[config.mk]
export PLATFORM = sky130hd
export DESIGN_NAME = bitblt_word_rop_combiner_unit
export DESIGN_NICKNAME = d
export VERILOG_FILES = /design/src/bwrc_pkg.sv /design/src/bwrc_align.sv /design/src/bwrc_rop.sv /design/src/bwrc_merge.sv /design/src/bitblt_word_rop_combiner_unit.sv
export SDC_FILE = /design/constraint.sdc
export NUM_CORES = 1
export LEC_CHECK = 0
export BUFFER_PORTS_ARGS = -buffer_cell sky130_fd_sc_hd__clkbuf_2
export CAP_MARGIN = 20
export CORE_MARGIN = 3
export CORE_UTILIZATION = 30
export CTS_BUF_LIST = sky130_fd_sc_hd__clkbuf_8 sky130_fd_sc_hd__clkbuf_16
export DETAILED_ROUTE_END_ITERATION = 12
export PLACE_DENSITY_LB_ADDON = 0.15
export SETUP_SLACK_MARGIN = 0.15
export SLEW_MARGIN = 20
export SYNTH_ARGS = -nofsm -noshare
export SYNTH_HDL_FRONTEND = slang
export SYNTH_HIERARCHICAL = 1
export SYNTH_SLANG_ARGS = --single-unit
[constraint.sdc]
create_clock -name clk_i -period 1.6 [get_ports clk_i]
set_input_delay 0.08 -clock clk_i [delete_from_list [all_inputs] [get_ports clk_i]]
set_output_delay 0.08 -clock clk_i [all_outputs]
set_load 0.02 [all_outputs]
[src/bwrc_pkg.sv]
// Shared constants, register indexes and the raster-op bit function for the word combiner.
package bwrc_pkg;

  // Default datapath word width
  localparam int unsigned WordBitsDef = 16;

  // Configuration port geometry
  localparam int unsigned CfgIdxW  = 3;
  localparam int unsigned CfgDataW = 4;
  localparam int unsigned CtrlW    = 4;

  // Configuration register indexes
  typedef enum logic [CfgIdxW-1:0] {
    CFG_ROP_CODE      = 3'd0,
    CFG_SOURCE_SHIFT  = 3'd1,
    CFG_LEFT_BIT      = 3'd2,
    CFG_RIGHT_BIT     = 3'd3,
    CFG_RIGHT_TO_LEFT = 3'd4
  } cfg_idx_e;

  // Register reset values
  localparam logic [CtrlW-1:0] RopCodeRst     = 4'd12;
  localparam logic [CtrlW-1:0] SourceShiftRst = 4'd0;
  localparam logic [CtrlW-1:0] LeftBitRst     = 4'd0;
  localparam logic [CtrlW-1:0] RightBitRst    = 4'd15;
  localparam logic             RightToLeftRst = 1'b0;

  // Pick one bit of the truth table: index is {source, destination}
  function automatic logic rop_bit(logic [CtrlW-1:0] op, logic s, logic d);
    logic [1:0] sel;
    sel = {s, d};
    return op[sel];
  endfunction

endpackage

[src/bwrc_align.sv]
// First stage: funnel-shift the source pair and build the edge mask.
module bwrc_align
  import bwrc_pkg::*;
#(
  parameter int unsigned WORD_BITS = WordBitsDef
) (
  input  logic                 clk_i,
  input  logic                 rst_ni,
  input  logic                 valid_i,
  input  logic [WORD_BITS-1:0] src_high_i,
  input  logic [WORD_BITS-1:0] src_low_i,
  input  logic [WORD_BITS-1:0] dst_word_i,
  input  logic                 first_word_i,
  input  logic                 last_word_i,
  input  logic [CtrlW-1:0]     source_shift_i,
  input  logic [CtrlW-1:0]     left_bit_i,
  input  logic [CtrlW-1:0]     right_bit_i,
  input  logic                 right_to_left_i,
  output logic                 valid_o,
  output logic [WORD_BITS-1:0] src_o,
  output logic [WORD_BITS-1:0] dst_o,
  output logic [WORD_BITS-1:0] mask_o
);

  localparam logic [WORD_BITS-1:0] Ones = '1;

  logic [2*WORD_BITS-1:0] pair_shifted;
  logic [WORD_BITS-1:0]   lmask, rmask, first_mask, last_mask;
  logic                   valid_q;
  logic [WORD_BITS-1:0]   src_d, src_q, dst_q, mask_d, mask_q;

  // Align the source: low word of the shifted pair
  assign pair_shifted = {src_high_i, src_low_i} >> source_shift_i;
  assign src_d        = pair_shifted[WORD_BITS-1:0];

  // Edge masks; the right mask keeps bits up to and including right_bit
  assign lmask      = Ones >> left_bit_i;
  assign rmask      = ~((Ones >> 1) >> right_bit_i);
  assign first_mask = right_to_left_i ? rmask : lmask;
  assign last_mask  = right_to_left_i ? lmask : rmask;

  always_comb begin
    mask_d = Ones;
    if (first_word_i) begin
      mask_d = mask_d & first_mask;
    end
    if (last_word_i) begin
      mask_d = mask_d & last_mask;
    end
  end

  // Advance the valid bit
  always_ff @(posedge clk_i or negedge rst_ni) begin
    if (!rst_ni) begin
      valid_q <= 1'b0;
    end else begin
      valid_q <= valid_i;
    end
  end

  // Hold payload when no transaction enters
  always_ff @(posedge clk_i) begin
    if (valid_i) begin
      src_q  <= src_d;
      dst_q  <= dst_word_i;
      mask_q <= mask_d;
    end
  end

  assign valid_o = valid_q;
  assign src_o   = src_q;
  assign dst_o   = dst_q;
  assign mask_o  = mask_q;

endmodule

[src/bwrc_rop.sv]
// Second stage: apply the boolean raster op to source and destination.
module bwrc_rop
  import bwrc_pkg::*;
#(
  parameter int unsigned WORD_BITS = WordBitsDef
) (
  input  logic                 clk_i,
  input  logic                 rst_ni,
  input  logic                 valid_i,
  input  logic [WORD_BITS-1:0] src_i,
  input  logic [WORD_BITS-1:0] dst_i,
  input  logic [WORD_BITS-1:0] mask_i,
  input  logic [CtrlW-1:0]     rop_code_i,
  output logic                 valid_o,
  output logic [WORD_BITS-1:0] rop_o,
  output logic [WORD_BITS-1:0] dst_o,
  output logic [WORD_BITS-1:0] mask_o
);

  logic                 valid_q;
  logic [WORD_BITS-1:0] rop_d, rop_q, dst_q, mask_q;

  // Look up each bit in the op's truth table
  always_comb begin
    for (int unsigned i = 0; i < WORD_BITS; i++) begin
      rop_d[i] = rop_bit(rop_code_i, src_i[i], dst_i[i]);
    end
  end

  // Advance the valid bit
  always_ff @(posedge clk_i or negedge rst_ni) begin
    if (!rst_ni) begin
      valid_q <= 1'b0;
    end else begin
      valid_q <= valid_i;
    end
  end

  // Hold payload when no transaction advances
  always_ff @(posedge clk_i) begin
    if (valid_i) begin
      rop_q  <= rop_d;
      dst_q  <= dst_i;
      mask_q <= mask_i;
    end
  end

  assign valid_o = valid_q;
  assign rop_o   = rop_q;
  assign dst_o   = dst_q;
  assign mask_o  = mask_q;

endmodule

[src/bwrc_merge.sv]
// Third stage: merge the op result into the destination under the edge mask.
module bwrc_merge
  import bwrc_pkg::*;
#(
  parameter int unsigned WORD_BITS = WordBitsDef
) (
  input  logic                 clk_i,
  input  logic                 rst_ni,
  input  logic                 valid_i,
  input  logic [WORD_BITS-1:0] rop_i,
  input  logic [WORD_BITS-1:0] dst_i,
  input  logic [WORD_BITS-1:0] mask_i,
  output logic                 valid_o,
  output logic [WORD_BITS-1:0] result_o
);

  logic                 valid_q;
  logic [WORD_BITS-1:0] result_d, result_q;

  // Keep destination bits outside the mask
  assign result_d = (rop_i & mask_i) | (dst_i & ~mask_i);

  // Advance the strobe
  always_ff @(posedge clk_i or negedge rst_ni) begin
    if (!rst_ni) begin
      valid_q <= 1'b0;
    end else begin
      valid_q <= valid_i;
    end
  end

  always_ff @(posedge clk_i) begin
    if (valid_i) begin
      result_q <= result_d;
    end
  end

  assign valid_o  = valid_q;
  assign result_o = result_q;

endmodule

[src/bitblt_word_rop_combiner_unit.sv]
// Top level of the bit-blit word raster-op combiner: config registers and three-stage pipeline.
// Each accepted transaction strobes a result on result_valid_o after the align, raster-op and merge registers.
// Throughput: one transaction per cycle; busy stays low, as every stage advances each cycle.
// Stages: source funnel shift and edge mask, raster-op lookup, masked merge into destination.
// Reset: asynchronous active low; clears the pipeline valid bits and loads register defaults.
// The receiver cannot stall: each result is shown for exactly one cycle.
module bitblt_word_rop_combiner_unit
  import bwrc_pkg::*;
#(
  parameter int unsigned WORD_BITS = WordBitsDef
) (
  input  logic                 clk_i,
  input  logic                 rst_ni,
  input  logic                 start,
  output logic                 busy,
  input  logic [WORD_BITS-1:0] src_high_i,
  input  logic [WORD_BITS-1:0] src_low_i,
  input  logic [WORD_BITS-1:0] dst_word_i,
  input  logic                 first_word_i,
  input  logic                 last_word_i,
  output logic                 result_valid_o,
  output logic [WORD_BITS-1:0] result_word_o,
  input  logic                 cfg_we_i,
  input  logic [CfgIdxW-1:0]   cfg_idx_i,
  input  logic [CfgDataW-1:0]  cfg_wdata_i
);

  logic [CtrlW-1:0]     rop_code_q, source_shift_q, left_bit_q, right_bit_q;
  logic                 right_to_left_q;
  logic                 in_accept;
  logic                 s1_valid, s2_valid;
  logic [WORD_BITS-1:0] s1_src, s1_dst, s1_mask;
  logic [WORD_BITS-1:0] s2_rop, s2_dst, s2_mask;

  // Never hold off a transaction
  assign busy      = 1'b0;
  assign in_accept = start & ~busy;

  // Write configuration registers
  always_ff @(posedge clk_i or negedge rst_ni) begin
    if (!rst_ni) begin
      rop_code_q      <= RopCodeRst;
      source_shift_q  <= SourceShiftRst;
      left_bit_q      <= LeftBitRst;
      right_bit_q     <= RightBitRst;
      right_to_left_q <= RightToLeftRst;
    end else if (cfg_we_i) begin
      unique case (cfg_idx_e'(cfg_idx_i))
        CFG_ROP_CODE:      rop_code_q      <= cfg_wdata_i[CtrlW-1:0];
        CFG_SOURCE_SHIFT:  source_shift_q  <= cfg_wdata_i[CtrlW-1:0];
        CFG_LEFT_BIT:      left_bit_q      <= cfg_wdata_i[CtrlW-1:0];
        CFG_RIGHT_BIT:     right_bit_q     <= cfg_wdata_i[CtrlW-1:0];
        CFG_RIGHT_TO_LEFT: right_to_left_q <= cfg_wdata_i[0];
        default: ;
      endcase
    end
  end

  bwrc_align #(
    .WORD_BITS(WORD_BITS)
  ) u_align (
    .clk_i          (clk_i),
    .rst_ni         (rst_ni),
    .valid_i        (in_accept),
    .src_high_i     (src_high_i),
    .src_low_i      (src_low_i),
    .dst_word_i     (dst_word_i),
    .first_word_i   (first_word_i),
    .last_word_i    (last_word_i),
    .source_shift_i (source_shift_q),
    .left_bit_i     (left_bit_q),
    .right_bit_i    (right_bit_q),
    .right_to_left_i(right_to_left_q),
    .valid_o        (s1_valid),
    .src_o          (s1_src),
    .dst_o          (s1_dst),
    .mask_o         (s1_mask)
  );

  bwrc_rop #(
    .WORD_BITS(WORD_BITS)
  ) u_rop (
    .clk_i     (clk_i),
    .rst_ni    (rst_ni),
    .valid_i   (s1_valid),
    .src_i     (s1_src),
    .dst_i     (s1_dst),
    .mask_i    (s1_mask),
    .rop_code_i(rop_code_q),
    .valid_o   (s2_valid),
    .rop_o     (s2_rop),
    .dst_o     (s2_dst),
    .mask_o    (s2_mask)
  );

  bwrc_merge #(
    .WORD_BITS(WORD_BITS)
  ) u_merge (
    .clk_i   (clk_i),
    .rst_ni  (rst_ni),
    .valid_i (s2_valid),
    .rop_i   (s2_rop),
    .dst_i   (s2_dst),
    .mask_i  (s2_mask),
    .valid_o (result_valid_o),
    .result_o(result_word_o)
  );

  // A result strobes after the align, raster-op and merge registers for each accepted transaction
  assert property (@(posedge clk_i) disable iff (!rst_ni)
    result_valid_o == ($past(in_accept && rst_ni, 3) && $past(rst_ni, 2) && $past(rst_ni, 1)))
    else $error("result strobe does not match accepted transactions");

  // An empty mask writes back the destination unchanged
  assert property (@(posedge clk_i) disable iff (!rst_ni)
    (s2_valid && (s2_mask == '0)) |=> (result_word_o == $past(s2_dst)))
    else $error("empty mask altered the destination word");

  // Pipeline valid bits only advance from the stage before
  assert property (@(posedge clk_i) disable iff (!rst_ni)
    s2_valid |-> $past(s1_valid))
    else $error("raster-op stage valid without an aligned transaction");

endmodule

==> metrics.csv <==
stage;metric;value;unit
outcome;status;finished, violations left;
outcome;failing checks;setup timing;
logic_synthesis;post-synthesis mux area share;29.0;%
worst_hold_path;worst min path class;input port to register;
pwr;Flop pwr share;43.4;%
sta;fin crit share;106;%
sta;Fin. Hold Viols;0;
sta;clock skew;0.00645;ns
routing;Vias;3533;
sta;slew margin rel.;64.3;%
clock_tree;clock buffer depth;2;
floorplanning;area of the die;0.0225;sq mm
clock_tree;TritonCTS clock tree;yes;
routing;vias per cell;4.81;
sta;min cycle time layout;1.70;ns
critical_path;Critical-path top delay cell;mux4_2;
grt;Congestion Overflow GR;0;
sta;worst setup margin;-0.0961;ns
grt;largest net degree at the start of global routing;50;
clock_tree;Reg clk slew, reported paths;0.06;ns
clock_tree;worst-skew pair later-pin latency;0.41;ns
grt;GR met3 Demand/Resource;3.70;%
critical_path;Crit path arrival time;1.85;ns
grt;first-pass GRT wire length;21400;um
final_layout;fin nets;512;
pwr;Psw;2920;uW
final_layout;Area growth, synth to finish;28.5;%
pwr;Peak supply drop;0.573;mV
critical_path;Max FO, Critical Path;8;
floorplanning;DIE HEIGHT;150;um
final_layout;Layout fillers;1905;
floorplanning;# IOs;79;
pwr;Comb power frac;23.6;%
floorplanning;core area;0.0203;sq mm
placed_design;IO Port Bufs;76;
critical_path;CP Cell Sequence;buf_12, mux4_2, mux2i_4, mux2i_1;
sta;Worst-Margin Slew;0.535;ns
logic_synthesis;syn_nets;389;
placed_design;dpl hpwl;9890;um
sta;Final setup viols;14;
grt;Top Usage Layer GRT;met2;
logic_synthesis;Synth Area in Adders;0;%
logic_synthesis;Synth Area in Simple Gates;2.95;%
pwr;Clock power frac;33.0;%
pwr;Cell Int Power;8430;uW
critical_path;Crit. End Element;register;
sta;f_max;590;MHz
critical_path;Setup Crit Path Kind;register to register;
logic_synthesis;Cells after Synth;328;
logic_synthesis;Synth Area in Compound Gates;3.07;%
logic_synthesis;fraction of registers with async set/reset;15.2;%
routing;DRC viols;0;
critical_path;worst path buffer plus inverter count;1;
placed_design;GPL Wtd Cong;0.882;
grt;global router's overall resource usage;12.8;%
critical_path;R2R Setup Slk;-0.1;ns
pwr;Power Density;1420;mW/mm^2
floorplanning;Initial Util;30.7;%
floorplanning;die width;150;um
floorplanning;row cnt;52;
run;Max Cap Viol;0;
routing;drt wl/cell;18.6;um
sta;TNS Setup;-0.829;ns
critical_path;critical path's largest stage delay;0.55;ns
grt;GR Util met2;19.5;%
pwr;P_leak;0.00302;uW
logic_synthesis;Synth warnings;6;
logic_synthesis;syn avg cell area;19.0;sq um
routing;drt first pass iters;4;
sta;RSZ-0062 raised after global routing;true;
logic_synthesis;#FFs+latches synth;132;
clock_tree;Sinks on Clock Net;132;
pwr;switching share of power;25.7;%
sta;max-slew violations;0;
grt;met1 usage;17.7;%
clock_tree;Max H-tree Level;4;
critical_path;CP Launch Type;register;
clock_tree;Root Buffer;clkbuf_16;
grt;vias in the first global route;3653;
grt;initial antenna violation count;0;
routing;Antenna Violating Nets Remaining;0;
final_layout;Final Core Density;39.4;%
logic_synthesis;Synth cell types;39;
logic_synthesis;largest family of logic cells by synthesized area;multiplexers;
logic_synthesis;synthesized area;0.00623;sq mm
clock_tree;Num CTS Buffers;17;
final_layout;antenna diode count;0;
routing;Routed Wire Length;13600;um
critical_path;Worst EP required;1.75;ns
logic_synthesis;Seq/Total Area, Yosys;62.1;%
routing;initial DRC count;156;
critical_path;Crit path max-delay family;multiplexers;
logic_synthesis;Synth Area in XOR/XNOR;0;%
final_layout;share of cells above drive strength 1;51.3;%
logic_synthesis;Post-synth EDFFs;112;
logic_synthesis;Main synth FF type;edfxtp_1;
==> flip-flops by register name, indices dropped and copies added, names as in the netlist <==
register,count
u_align/dst_o,16
u_align/mask_o,16
u_align/src_o,16
u_merge/result_o,16
u_rop/dst_o,16
u_rop/mask_o,16
u_rop/rop_o,16
left_bit_q,4
right_bit_q,4
rop_code_q,4
source_shift_q,4
right_to_left_q,1
u_align/valid_o,1
u_merge/valid_o,1
u_rop/valid_o,1
==> worst paths after layout <==
check                                   startpoint                end  depth (start not counted)
worst min register to register  u_align/mask_o[10]   u_rop/mask_o[10]                          0
worst max-delay path             source_shift_q[1]  u_align/src_o[11]                          4
min in group asynchronous                   rst_ni    u_merge/valid_o                          2
max in group asynchronous                   rst_ni  source_shift_q[3]                          2
worst min-delay path                         start    u_align/valid_o                          2
worst max register to register   source_shift_q[1]  u_align/src_o[11]                          4
==> worst reg2reg max path, cell delays in order (launching register included) <==
cell and delay (ns):
dfrtp_1 0.41, buf_12 0.16, mux4_2 0.55, mux2i_4 0.20
mux2i_1 0.12
==> final cells by class <==
cell class	instances	area, sq um	area share [%]
clock buffers	17	425	5.31
clock inverters	15	148	1.84
inverters	1	3.75	0.0469
multi-input cells	173	2280	28.5
flip-flops and latches	132	3870	48.4
well taps	270	338	4.22
repair buffers	126	933	11.7
==> cells by family (layout without fill, tap and decap cells) <==
family / Yosys count / after routing
DFF: 132 / 132
muxes: 114 / 114
AOI/OAI and AO/OA: 30 / 30
and+or+nand+nor: 28 / 28
buffers and inverters: 23 / 159
other: 1 / 1
==> per-layer routing <==
layer / wire, um / up-vias / share of wire (%)
met5: 0 / - / 0
met4: 195 / 0 / 1.4
met3: 664 / 14 / 4.9
met2: 6480 / 106 / 47
met1: 6300 / 1803 / 46
li1: - / 1610 / -
==> power by group through the flow <==
stage               combinational (uW)  sequential, uW  clock (uW)
floorplan                         1750            4850           0
global placement                  2400            4990           0
detailed placement                2440            5000           0
CTS                               2580            4930        3860
global route                      2890            5010        4010
finish                            2680            4920        3750
==> cell usage in the layout, fill, tap and decap left out, drive strengths merged, types with 4 or more instances in the layout <==
cell         instances
dfstp                6
clkinv              10
nand2                4
mux2i               37
nor2                 6
buf                 28
clkbuf              94
mux4                43
dlygate4sd3         21
edfxtp             112
mux2                34
a21oi               11
dfrtp               14
==> timing repair <==
item	4_1_cts	5_1_grt
gates resized for setup	14	15
pin swaps	0	1
endpoints found under the hold margin	53	0
setup buffers	0	2
cloned	0	1
hold buffers	21	0
endpoints found under the setup margin	20	24
==> cells in the mapped netlist, types with 2 or more instances <==
library cell	instances	area, sq um
mux2_2	18	203
nor2b_1	2	12.5
nor3_1	3	15.0
mux4_2	36	811
nand2_1	4	15.0
dfstp_2	6	158
dfrtp_1	14	350
mux2i_1	37	370
and4bb_1	2	25.0
buf_2	4	20.0
a21o_1	2	15.0
nor2_1	6	22.5
a22oi_1	2	15.0
or2_2	3	18.8
mux2_4	16	240
o22ai_1	3	18.8
nand2b_1	3	18.8
a32oi_1	2	17.5
clkbuf_1	5	18.8
buf_6	5	56.3
mux4_1	7	184
o21ai_0	3	15.0
buf_4	7	52.6
a211oi_1	2	15.0
a21oi_1	11	55.1
edfxtp_1	112	3360
==> stage by stage <==
| stage | area [sq um] | cells | setup slack [ns] | hold WS, ns | total power [uW] |
|---|---|---|---|---|---|
| 2_1_floorplan | 6240 | 328 | 0.0258 | -0.216 | 6600 |
| 3_3_place_gp | 7060 | 678 | -0.147 | 0.0769 | 7390 |
| 3_5_place_dp | 7060 | 678 | -0.194 | 0.0813 | 7440 |
| 4_1_cts | 7910 | 731 | -0.107 | 0.0338 | 11400 |
| 5_1_grt | 8010 | 734 | -0.153 | 0.0307 | 11900 |
| 6_report | 8010 | 734 | -0.0961 | 0.0304 | 11400 |
Note: power is estimated with default switching activity, not from simulation.
